**src/sv/deq_pkg.sv**
```systemverilog
// ----------------------------------------------------------------------------
// deq_pkg
// Shared types and constants of the double-ended queue.
// ----------------------------------------------------------------------------
package deq_pkg;

    localparam int DEPTH_DEF = 16;
    localparam int W_WORD    = 32;
    localparam int W_OPC     = 3;
    localparam int W_STAT    = 2;
    localparam int W_OCC     = 5;

    typedef enum logic [W_OPC-1:0] {
        OP_PUSH_FRONT = 3'd0,
        OP_PUSH_BACK  = 3'd1,
        OP_POP_FRONT  = 3'd2,
        OP_POP_BACK   = 3'd3,
        OP_LIST       = 3'd4
    } t_opcode;

    typedef enum logic [W_STAT-1:0] {
        ST_OK    = 2'd0,
        ST_EMPTY = 2'd1,
        ST_FULL  = 2'd2
    } t_status;

    typedef enum logic [1:0] {
        S_IDLE,
        S_POP,
        S_LIST
    } t_state;

endpackage

```
**src/sv/double_ended_queue_core.sv**
```systemverilog
// Push, refused push, empty pop/list and unknown opcodes: result registered at the accept edge.
// Pop: read-data register at accept, then the output register; input held off meanwhile.
// Push and the other cases above: one word per cycle while the output is taken.
// List of N elements: one memory read per element; input held off meanwhile.
// Reset (synchronous, active low) empties the queue; store contents are left as they are.
// ----------------------------------------------------------------------------
// double_ended_queue_core
// Bounded deque of signed 32-bit words in a ring store with front index and
// element count. Push/pop at either end, plus a front-to-back list walk.
// ----------------------------------------------------------------------------
module double_ended_queue_core #(
    parameter int DEPTH = deq_pkg::DEPTH_DEF
) (
    input  logic                              i_clk,
    input  logic                              i_rst_n,
    // input channel
    input  logic                              i_valid,
    output logic                              o_ready,
    input  logic [deq_pkg::W_OPC-1:0]         i_opcode,
    input  logic signed [deq_pkg::W_WORD-1:0] i_value,
    // result channel
    output logic                              o_valid,
    input  logic                              i_ready,
    output logic signed [deq_pkg::W_WORD-1:0] o_word,
    output logic [deq_pkg::W_STAT-1:0]        o_status,
    output logic                              o_last,
    output logic [deq_pkg::W_OCC-1:0]         o_occupancy
);

    // index into the ring, and count that can hold DEPTH itself
    localparam int IW = (DEPTH > 1) ? $clog2(DEPTH) : 1;
    localparam int CW = $clog2(DEPTH + 1);
    // count widened to at least the occupancy port, so the mask is a plain slice
    localparam int XW = (CW > deq_pkg::W_OCC) ? CW : deq_pkg::W_OCC;

    // ------------------------------------------------------------------
    // State
    // ------------------------------------------------------------------
    deq_pkg::t_state r_state, n_state;
    logic [IW-1:0]   r_front, n_front;
    logic [CW-1:0]   r_count, n_count;
    logic [IW-1:0]   r_idx,   n_idx;      // list walk position, offset from front

    // ring store: one port, one access per cycle, registered read data
    logic [deq_pkg::W_WORD-1:0] r_mem [DEPTH];
    logic [deq_pkg::W_WORD-1:0] r_rd_data;
    logic                       rd_en;
    logic                       wr_en;
    logic [IW-1:0]              mem_addr;

    // output register
    logic                              r_out_valid;
    logic signed [deq_pkg::W_WORD-1:0] r_word;
    logic [deq_pkg::W_STAT-1:0]        r_status;
    logic                              r_last;
    logic [deq_pkg::W_OCC-1:0]         r_occ;

    logic                       load_out;
    logic [deq_pkg::W_WORD-1:0] n_word;
    deq_pkg::t_status           n_status;
    logic                       n_last;
    logic [XW-1:0]              occ_x;

    // ------------------------------------------------------------------
    // Ring arithmetic
    // ------------------------------------------------------------------
    logic          out_free;
    logic          in_acc;
    logic          is_full;
    logic          is_empty;
    logic          list_done;
    logic [IW-1:0] front_dec;
    logic [IW-1:0] front_inc;
    logic [IW-1:0] slot_off;
    logic [IW:0]   slot_sum;
    logic [IW-1:0] slot_addr;

    assign out_free  = !r_out_valid || i_ready;
    assign in_acc    = i_valid && o_ready;
    assign is_full   = (r_count == CW'(DEPTH));
    assign is_empty  = (r_count == '0);
    // current list element is the back one
    assign list_done = ((CW'(r_idx) + CW'(1)) == r_count);

    assign front_dec = (r_front == '0) ? IW'(DEPTH - 1) : r_front - 1'b1;
    assign front_inc = (r_front == IW'(DEPTH - 1)) ? '0 : r_front + 1'b1;

    // one shared slot adder: front + offset, wrapped once
    always_comb begin
        if (r_state == deq_pkg::S_LIST) begin
            slot_off = r_idx + 1'b1;
        end else if (i_opcode == deq_pkg::OP_PUSH_BACK) begin
            slot_off = IW'(r_count);
        end else begin
            slot_off = IW'(r_count - 1'b1);
        end
    end

    assign slot_sum  = {1'b0, r_front} + {1'b0, slot_off};
    assign slot_addr = (slot_sum >= (IW+1)'(DEPTH)) ? IW'(slot_sum - (IW+1)'(DEPTH))
                                                    : slot_sum[IW-1:0];

    // ------------------------------------------------------------------
    // Next state
    // ------------------------------------------------------------------
    always_comb begin
        n_state = r_state;
        unique case (r_state)
            deq_pkg::S_IDLE: begin
                if (in_acc) begin
                    case (i_opcode) inside
                        deq_pkg::OP_POP_FRONT, deq_pkg::OP_POP_BACK: begin
                            if (!is_empty) n_state = deq_pkg::S_POP;
                        end
                        deq_pkg::OP_LIST: begin
                            if (!is_empty) n_state = deq_pkg::S_LIST;
                        end
                        default: ;
                    endcase
                end
            end
            deq_pkg::S_POP: begin
                if (out_free) n_state = deq_pkg::S_IDLE;
            end
            deq_pkg::S_LIST: begin
                if (out_free && list_done) n_state = deq_pkg::S_IDLE;
            end
            default: n_state = deq_pkg::S_IDLE;
        endcase
    end

    // ------------------------------------------------------------------
    // Datapath control and result words
    // Push writes and pop reads happen at the accept edge; reads and writes
    // never share a cycle, so a read always sees the latest write.
    // ------------------------------------------------------------------
    assign o_ready = (r_state == deq_pkg::S_IDLE) && out_free;

    always_comb begin
        n_front  = r_front;
        n_count  = r_count;
        n_idx    = r_idx;
        mem_addr = r_front;
        rd_en    = 1'b0;
        wr_en    = 1'b0;
        load_out = 1'b0;
        n_word   = '0;
        n_status = deq_pkg::ST_OK;
        n_last   = 1'b1;
        unique case (r_state)
            deq_pkg::S_IDLE: begin
                if (in_acc) begin
                    case (i_opcode) inside
                        deq_pkg::OP_PUSH_FRONT, deq_pkg::OP_PUSH_BACK: begin
                            load_out = 1'b1;
                            if (is_full) begin
                                n_status = deq_pkg::ST_FULL;
                            end else begin
                                wr_en   = 1'b1;
                                n_count = r_count + 1'b1;
                                if (i_opcode == deq_pkg::OP_PUSH_FRONT) begin
                                    mem_addr = front_dec;
                                    n_front  = front_dec;
                                end else begin
                                    mem_addr = slot_addr;
                                end
                            end
                        end
                        deq_pkg::OP_POP_FRONT, deq_pkg::OP_POP_BACK: begin
                            if (is_empty) begin
                                load_out = 1'b1;
                                n_status = deq_pkg::ST_EMPTY;
                            end else begin
                                rd_en   = 1'b1;
                                n_count = r_count - 1'b1;
                                if (i_opcode == deq_pkg::OP_POP_FRONT) begin
                                    mem_addr = r_front;
                                    n_front  = front_inc;
                                end else begin
                                    mem_addr = slot_addr;
                                end
                            end
                        end
                        deq_pkg::OP_LIST: begin
                            if (is_empty) begin
                                load_out = 1'b1;
                                n_status = deq_pkg::ST_EMPTY;
                            end else begin
                                rd_en    = 1'b1;
                                mem_addr = r_front;
                                n_idx    = '0;
                            end
                        end
                        // unknown opcode: plain acknowledge
                        default: load_out = 1'b1;
                    endcase
                end
            end
            deq_pkg::S_POP: begin
                if (out_free) begin
                    load_out = 1'b1;
                    n_word   = r_rd_data;
                end
            end
            deq_pkg::S_LIST: begin
                // read data holds while the output stalls
                if (out_free) begin
                    load_out = 1'b1;
                    n_word   = r_rd_data;
                    n_last   = list_done;
                    if (!list_done) begin
                        rd_en    = 1'b1;
                        mem_addr = slot_addr;
                        n_idx    = r_idx + 1'b1;
                    end
                end
            end
            default: ;
        endcase
    end

    assign occ_x = XW'(n_count);

    // ------------------------------------------------------------------
    // Registers
    // ------------------------------------------------------------------
    always_ff @(posedge i_clk) begin
        if (!i_rst_n) begin
            r_state <= deq_pkg::S_IDLE;
            r_front <= '0;
            r_count <= '0;
            r_idx   <= '0;
        end else begin
            r_state <= n_state;
            r_front <= n_front;
            r_count <= n_count;
            r_idx   <= n_idx;
        end
    end

    always_ff @(posedge i_clk) begin
        if (!i_rst_n) begin
            r_out_valid <= 1'b0;
        end else if (load_out) begin
            r_out_valid <= 1'b1;
        end else if (i_ready) begin
            r_out_valid <= 1'b0;
        end
    end

    always_ff @(posedge i_clk) begin
        if (load_out) begin
            r_word   <= n_word;
            r_status <= n_status;
            r_last   <= n_last;
            r_occ    <= occ_x[deq_pkg::W_OCC-1:0];
        end
    end

    // ring store
    always_ff @(posedge i_clk) begin
        if (wr_en) begin
            r_mem[mem_addr] <= i_value;
        end
    end

    always_ff @(posedge i_clk) begin
        if (rd_en) begin
            r_rd_data <= r_mem[mem_addr];
        end
    end

    assign o_valid     = r_out_valid;
    assign o_word      = r_word;
    assign o_status    = r_status;
    assign o_last      = r_last;
    assign o_occupancy = r_occ;

endmodule

```
**config.mk**
```make
export PLATFORM = sky130hd
export DESIGN_NAME = double_ended_queue_core
export DESIGN_NICKNAME = d
export VERILOG_FILES = /design/src/sv/deq_pkg.sv /design/src/sv/double_ended_queue_core.sv
export SDC_FILE = /design/constraint.sdc
export NUM_CORES = 1
export LEC_CHECK = 0
export BUFFER_PORTS_ARGS = -buffer_cell sky130_fd_sc_hd__clkbuf_2
export CAP_MARGIN = 5
export CORE_MARGIN = 4
export CORE_UTILIZATION = 62
export CTS_BUF_LIST = sky130_fd_sc_hd__clkbuf_8 sky130_fd_sc_hd__clkbuf_16
export DETAILED_ROUTE_END_ITERATION = 16
export HOLD_SLACK_MARGIN = 0.15
export PLACE_DENSITY = 0.77
export SYNTH_ARGS = -nofsm -noshare
export SYNTH_HDL_FRONTEND = slang
export SYNTH_SLANG_ARGS = --single-unit
```
**constraint.sdc**
```tcl
create_clock -name i_clk -period 7.5 [get_ports i_clk]
set_clock_uncertainty 0.1 [all_clocks]
set_input_delay 0.375 -clock i_clk [delete_from_list [all_inputs] [get_ports i_clk]]
set_output_delay 0.375 -clock i_clk [all_outputs]
set_load 0.02 [all_outputs]
```
# Yosys cells after proc, flatten, opt, wreduce, memory -nomap -nowiden

Memory sizes are Yosys's and may differ from the RTL's. A register that Yosys moved wholly into a read port is not among the register bits.
Cells that the tools add are included.
Widths: inputs -> output; s select.

Memory bits (read-only): 0
Flip-flop bits (word level): 56
Memory bits (writable): 512
Logic and storage cells: 136
Memories kept: 1
Bits in latches: 0
Bits of input ports: 39

Shift operators: 0
Multiply operators: 0
Equal/unequal tests: 24
Div/mod/pow operators: 0
Muxes and demuxes: 71
Reduce and logical (&&, ||, !) cells: 22
Bitwise gates (word level): 0
Order comparisons: 1
Add/sub/neg operators: 8

Memory list:

| memory | words | width | read ports | clocked after Yosys merged registers in | wr ports | RTL line                      | text |
|---|---|---|---|---|---|---|---|
| r_mem  | 16    | 32    | 1          | 1                                       | 1        | double_ended_queue_core.sv:45 | `logic [deq_pkg::W_WORD-1:0] r_mem [DEPTH];` |

Operators with widths:

| operator            | number |
|---|---|
| $mux 4              | 27 |
| $mux 5              | 6 |
| $mux 1              | 24 |
| $ne 2x2->1 const B  | 10 |
| $mux 2              | 9 |
| $pmux 4 s2          | 2 |
| $add 4x1->4 const B | 2 |
| $reduce_and 8->1    | 1 |
| $reduce_bool 2->1   | 4 |
| $sub 4x1->4 const B | 2 |
| $reduce_and 7->1    | 1 |
| $eq 3x2->1 const B  | 2 |
| $ne 3x3->1 const B  | 2 |
| $pmux 2 s3          | 1 |
| $reduce_and 2->1    | 3 |
| $reduce_and 6->1    | 1 |
| $reduce_or 2->1     | 3 |
| $add 4x1->5 const B | 1 |
| $add 4x4->5         | 1 |
| $add 5x1->5 const B | 1 |
| $eq 5x5->1          | 1 |
| $eq 5x5->1 const B  | 1 |
| $ge 5x5->1 const B  | 1 |
| $logic_not 5->1     | 1 |
| 15 further kinds    | 19 |

# Depth between registers and ports, before layout

Word-level depth: 12
Mapped depth: 20
Depth with buffers taken out: 16

# Worst setup path after synthesis

Ideal clock, no wire load.

Path kind: in2reg
Start point: input i_opcode[0] in the netlist's numbering
End point: memory r_mem[13][0] in the netlist's numbering (enable)
Slack: 1468 ps
Data required time: 6939 ps
Arrival: 5471 ps
Setup time: 461 ps
Stages on the path: 18
Cell sequence: buf_2 or3b_1 clkbuf_1 xnor2_1 nor2_1 a21oi_1 ha_1 inv_1 fa_1 xnor2_1 a211o_1 o221ai_1 o32ai_1 a21oi_1 nor2_1 buf_1 nand2_1 nor3_1

Word-level cells in the longest chain between the ends: 12

Ends and longest elaborated chain:

| item                                             | RTL line                       | text |
|---|---|---|
| start, declared                                  | double_ended_queue_core.sv:19  | `input logic [deq_pkg::W_OPC-1:0] i_opcode,` |
| $eq 3x1->1                                       | double_ended_queue_core.sv:92  | `end else if (i_opcode == deq_pkg::OP_PUSH_BACK) begin` |
| $mux 4                                           | double_ended_queue_core.sv:92  |  |
| $mux 4                                           | double_ended_queue_core.sv:90  | `if (r_state == deq_pkg::S_LIST) begin` |
| $add 4x4->5                                      | double_ended_queue_core.sv:99  | `assign slot_sum = {1'b0, r_front} + {1'b0, slot_off};` |
| $sub 4x1->4 / $ge 5x5->1 (equally long branches) | double_ended_queue_core.sv:100 | `assign slot_addr = (slot_sum >= (IW+1)'(DEPTH)) ? IW'(slot_sum - (IW+1)'(DEPTH))` |
| $mux 4                                           | double_ended_queue_core.sv:100 |  |
| $mux 4                                           | double_ended_queue_core.sv:176 | `if (i_opcode == deq_pkg::OP_POP_FRONT) begin` |
| $mux 4                                           | double_ended_queue_core.sv:170 | `if (is_empty) begin` |
| $mux 4 (2 in a row)                              | double_ended_queue_core.sv:153 | `case (i_opcode) inside` |
| $mux 4                                           | double_ended_queue_core.sv:152 | `if (in_acc) begin` |
| $pmux 4 s2                                       | double_ended_queue_core.sv:150 | `unique case (r_state)` |
| end, declared                                    | double_ended_queue_core.sv:45  |  |

Several ways; a longest one is shown, not always the timed one.

# Worst setup path after layout

Start point: input i_opcode[1] in the netlist's numbering
End point: register r_rd_data[30] in the netlist's numbering, read port of r_mem (data pin)

Word-level cells in the longest chain between the ends: 12

Ends and longest elaborated chain:

| item                                             | RTL line                       | text |
|---|---|---|
| $eq 3x1->1                                       | double_ended_queue_core.sv:92  |  |
| $mux 4                                           | double_ended_queue_core.sv:92  |  |
| $mux 4                                           | double_ended_queue_core.sv:90  |  |
| $add 4x4->5                                      | double_ended_queue_core.sv:99  |  |
| $sub 4x1->4 / $ge 5x5->1 (equally long branches) | double_ended_queue_core.sv:100 |  |
| $mux 4                                           | double_ended_queue_core.sv:100 |  |
| $mux 4                                           | double_ended_queue_core.sv:176 |  |
| $mux 4                                           | double_ended_queue_core.sv:170 |  |
| $mux 4 (2 in a row)                              | double_ended_queue_core.sv:153 |  |
| $mux 4                                           | double_ended_queue_core.sv:152 |  |
| $pmux 4 s2                                       | double_ended_queue_core.sv:150 |  |
| end, declared                                    | double_ended_queue_core.sv:46  | `logic [deq_pkg::W_WORD-1:0] r_rd_data;` |

Several ways; a longest one is shown, not always the timed one.
A chain may end at the register's enable or synchronous reset.

==> impl_metrics.py <==
metrics = {
    "routing": {
        "post-route-drc-count": 0,
        "dr.first_iter.drc_count": 1603,
        "antenna_violating_nets_post_route": 0,
        "count_of_vias_placed_by_the_detailed_router": 13896,
        "firstDrtPassIters": 5,
        "wirelength_um": 54100,
        "avgViaCountPerCell": 6.27,
        "routed_wire_length_per_instance_um": 24.4,
    },
    "power": {
        "power.switching_fraction_pct": 28.6,
        "clkPwrFrac_pct": 31.7,
        "intPower_mw": 6.09,
        "power.leakage_nw": 10.2,
        "share_seq_of_total_power_pct": 47.1,
        "ir_worst_vdd_mv": 0.222,
        "power_density_mw_per_mm2": 312,
        "share_comb_of_total_power_pct": 21.2,
        "p_switching_mw": 2.44,
    },
    "synthesis": {
        "yosysTopAreaCell": "edfxtp_1",
        "yosys-top-cells-count": "edfxtp_1 (584), nand2_1 (153), mux2i_1 (132), a21oi_1 (85), o22ai_1 (65)",
        "synth.yosys.seq_area_share_pct": 73.7,
        "synth-edff-count": 584,
        "synth-seq-cells": 600,
        "dominantRegCellSynth": "edfxtp_1",
        "synth.most_common_cell": "edfxtp_1",
        "synth_fp_nets": 1591,
        "synthDistinctLibCells": 66,
        "synthTopCellsByArea": "edfxtp_1 (72%), mux2i_1 (5.5%), nand2_1 (2.4%), mux2_2 (2.1%), a21oi_1 (1.8%)",
        "mappedNetlistArea_mm2": 0.0242,
        "async_reset_ff_share_pct": 0,
        "synth_warnings": 0,
        "proportion_of_netlist_area_held_by_the_largest_area_contributor_pct": 72.4,
        "synth.avg_cell_area_um2": 15.8,
        "cells_after_synth": 1538,
    },
    "critical_path": {
        "start_kind": "input port",
        "worstPathArrival_ns": 5.68,
        "path_buf_inv": 5,
        "endpoint_kind": "flip-flop",
        "timing.critical_path.max_delay_family": "simple AND/OR/NAND/NOR gates",
        "cell_by_cell_trace_of_the_critical_path": "dlygate4sd3_1 -> clkbuf_2 -> or3b_1 -> xnor2_1 -> nor2_1 -> a21oi_1 -> ha_1 -> inv_1 -> fa_1 -> mux2i_1 -> mux2i_1 -> a21oi_1 -> o21ai_0 -> o211ai_1 -> buf_4 -> nand2_1 -> buf_4 -> o22ai_1 -> or4b_1",
        "cp_slowest_cell": "nand2_1",
        "critical_path_depth": 19,
        "timing.critical_path.required_ns": 7.74,
        "reg2reg_depth": 16,
        "startpoint_to_endpoint_class_of_the_critical_path": "in -> reg",
        "critical_path.max_stage_delay_ns": 0.62,
        "crit_path_max_fanout": 75,
    },
    "place": {
        "place_hpwl_um": 29700,
        "io_buffer_count": 80,
        "dp_cells": 2076,
        "place_congestion": 0.869,
        "place_worst_setup_slack_ns": 2.07,
    },
    "cells_and_area": {
        "design.final.nets": 1704,
        "multiInputGateArea_mm2": 0.00595,
        "layoutNonFillerInstCount": 2217,
        "insertedDiodeCount": 0,
        "final_layout_size_suffix_gt1_share_pct": 16.1,
        "area.growth.synth_to_final_pct": 12.7,
        "seqCellArea_mm2": 0.0179,
        "fillerInstances": 2457,
    },
    "cts": {
        "post_cts_resized": 0,
        "clock_tree.htree_level_count": 2,
        "clock-root-buffer": "clkbuf_16",
        "clkSinkCount": 600,
        "cts-root-to-sink-buffers": 3,
        "cts_made_buffers": 57,
        "cts_tree": "done",
        "register_clock_pin_slew_on_the_reported_worst_setup_and_hold_paths_ns": 0.06,
        "clk_latency_ns": 0.61,
    },
    "sta": {
        "hold_viol_final": 0,
        "rsz0062_at_grt": "false",
        "max-slew-margin-rel_pct": 21.0,
        "final-setup-viol-count": 0,
        "layout_min_cycle_time_ns": 5.44,
        "setup_tns_ns": 0,
        "final.period_utilization_pct": 72.6,
        "slew_viol_final": 0,
        "setup_ws_ns": 2.06,
        "tightest_slew_ns": 1.18,
        "fmax_mhz": 184,
    },
    "floorplanning": {
        "start_util_pct": 62.7,
        "ios": 81,
        "fp.dieH_um": 206,
        "fp-row-count": 72,
        "dieWidth_um": 206,
        "core_area_mm2": 0.0386,
        "die_area_mm2": 0.0423,
    },
    "grt": {
        "grt_pass1_vias": 13817,
        "aggregate_global_routing_overflow": 0,
        "number_of_antenna_violations_at_the_first_check_in_global_routing": 0,
        "maximum_number_of_pins_on_one_net_before_global_route_repair": 96,
        "grt.total_usage_pct": 25.9,
        "wire_length_of_the_first_global_routing_pass_um": 82600,
    },
    "status": {
        "run_status": "completed",
    },
    "hold_path": {
        "holdCritPathClass": "in -> reg",
        "min_path_cells": 1,
    },
    "job": {
        "cap_viol_max_count": 0,
    },
}
[power groups by stage]
stage	logic, mW	clock network [mW]	registers (mW)
finish	1.81	2.71	4.02
global route	1.95	2.88	4.03
CTS	1.81	2.73	4.02
detailed placement	1.78	0	4.09
global placement	1.72	0	4.08
floorplan	1.12	0	4.20
[per-layer routing]
layer / wire length (um) / global-route usage [%]
met5: 0 / 0
met4: 1320 / 7.01
met3: 3860 / 4.24
met2: 26500 / 42.7
met1: 22400 / 36.6
[cell type report]
class | instances | area share [%]
well taps | 518 | 2.37
multi-input cells | 828 | 21.8
flip-flops and latches | 600 | 65.4
repair buffers | 150 | 3.84
clock inverters | 49 | 1.16
clock buffers | 58 | 5.31
inverters | 14 | 0.192
[timing repair]
action / 4_1_cts / 5_1_grt
setup buffers: 0 / 0
endpoints found under the hold margin: 507 / 0
hold buffers: 34 / 0
[sequential cells by signal, indices dropped and copies added (netlist names)]
name,cells
r_count,5
r_mem,512
o_occupancy,5
o_valid,1
r_rd_data,32
r_state,2
r_idx,4
r_front,4
o_word,32
o_status,2
o_last,1
[layout by cell type (no fill, tap or decap), drive strengths merged, types with 6 or more instances in the layout]
cell type    synthesis  routed
edfxtp             584     584
nand2              154     154
clkbuf              55     138
mux2i              132     132
a21oi               86      86
o22ai               65      65
mux2                65      65
o21ai               51      51
inv                 14      36
buf                 41      36
dlygate4sd3          0      34
or4b                33      33
a22o                33      33
and3                32      32
nor2                26      26
nor3                22      22
clkinv               0      22
dfxtp               16      16
ha                  13      13
and2                13      13
xnor2               10      10
nor2b                9       9
nand3                8       8
xor2                 6       6
a211oi               6       6
[worst reg2reg max path, stage by stage, from the launching register on]
cell      delay [ns]
dfxtp_1         0.38
inv_1           0.08
ha_1            0.36
inv_1           0.27
mux2_2          0.39
inv_1           0.08
fa_1            0.48
mux2i_1         0.18
mux2i_1         0.08
a21oi_1         0.17
o21ai_0         0.17
o211ai_1        0.16
buf_4           0.74
nand2_1         0.70
buf_4           0.45
o22ai_1         0.24
or4b_1          0.16
[path summary, 6_finish.rpt]
check,from,to,slack (ns)
max,i_opcode[1],r_rd_data[30],2.06
min,i_value[31],r_mem[2][31],0.22
max reg2reg,r_state[0],r_rd_data[25],2.18
min reg2reg,r_state[1],r_state[1],0.43
[cells by family (layout without fill, tap and decap cells)]
kind of cell	Yosys count	count (layout)	share of synthesized area, %
fa+ha+maj	14	14	0.754
mux	197	197	8.47
simple gates	319	319	6.85
flops	600	600	73.7
xor+xnor	16	16	0.578
compound gates	282	282	7.34
buf+inv	110	271	2.33
[per-stage QoR]
step                util, %  area (um^2)  power (mW)  hold slack [ns]
floorplan                 -        24200        5.32            0.374
global placement       65.2        25200        5.81            0.395
detailed placement     65.2        25200        5.87            0.402
CTS                    70.7        27300        8.56            0.160
global route           70.7        27300        8.86            0.172
finish                 70.7        27300        8.54            0.222
Power figures use the tool's default switching activity.
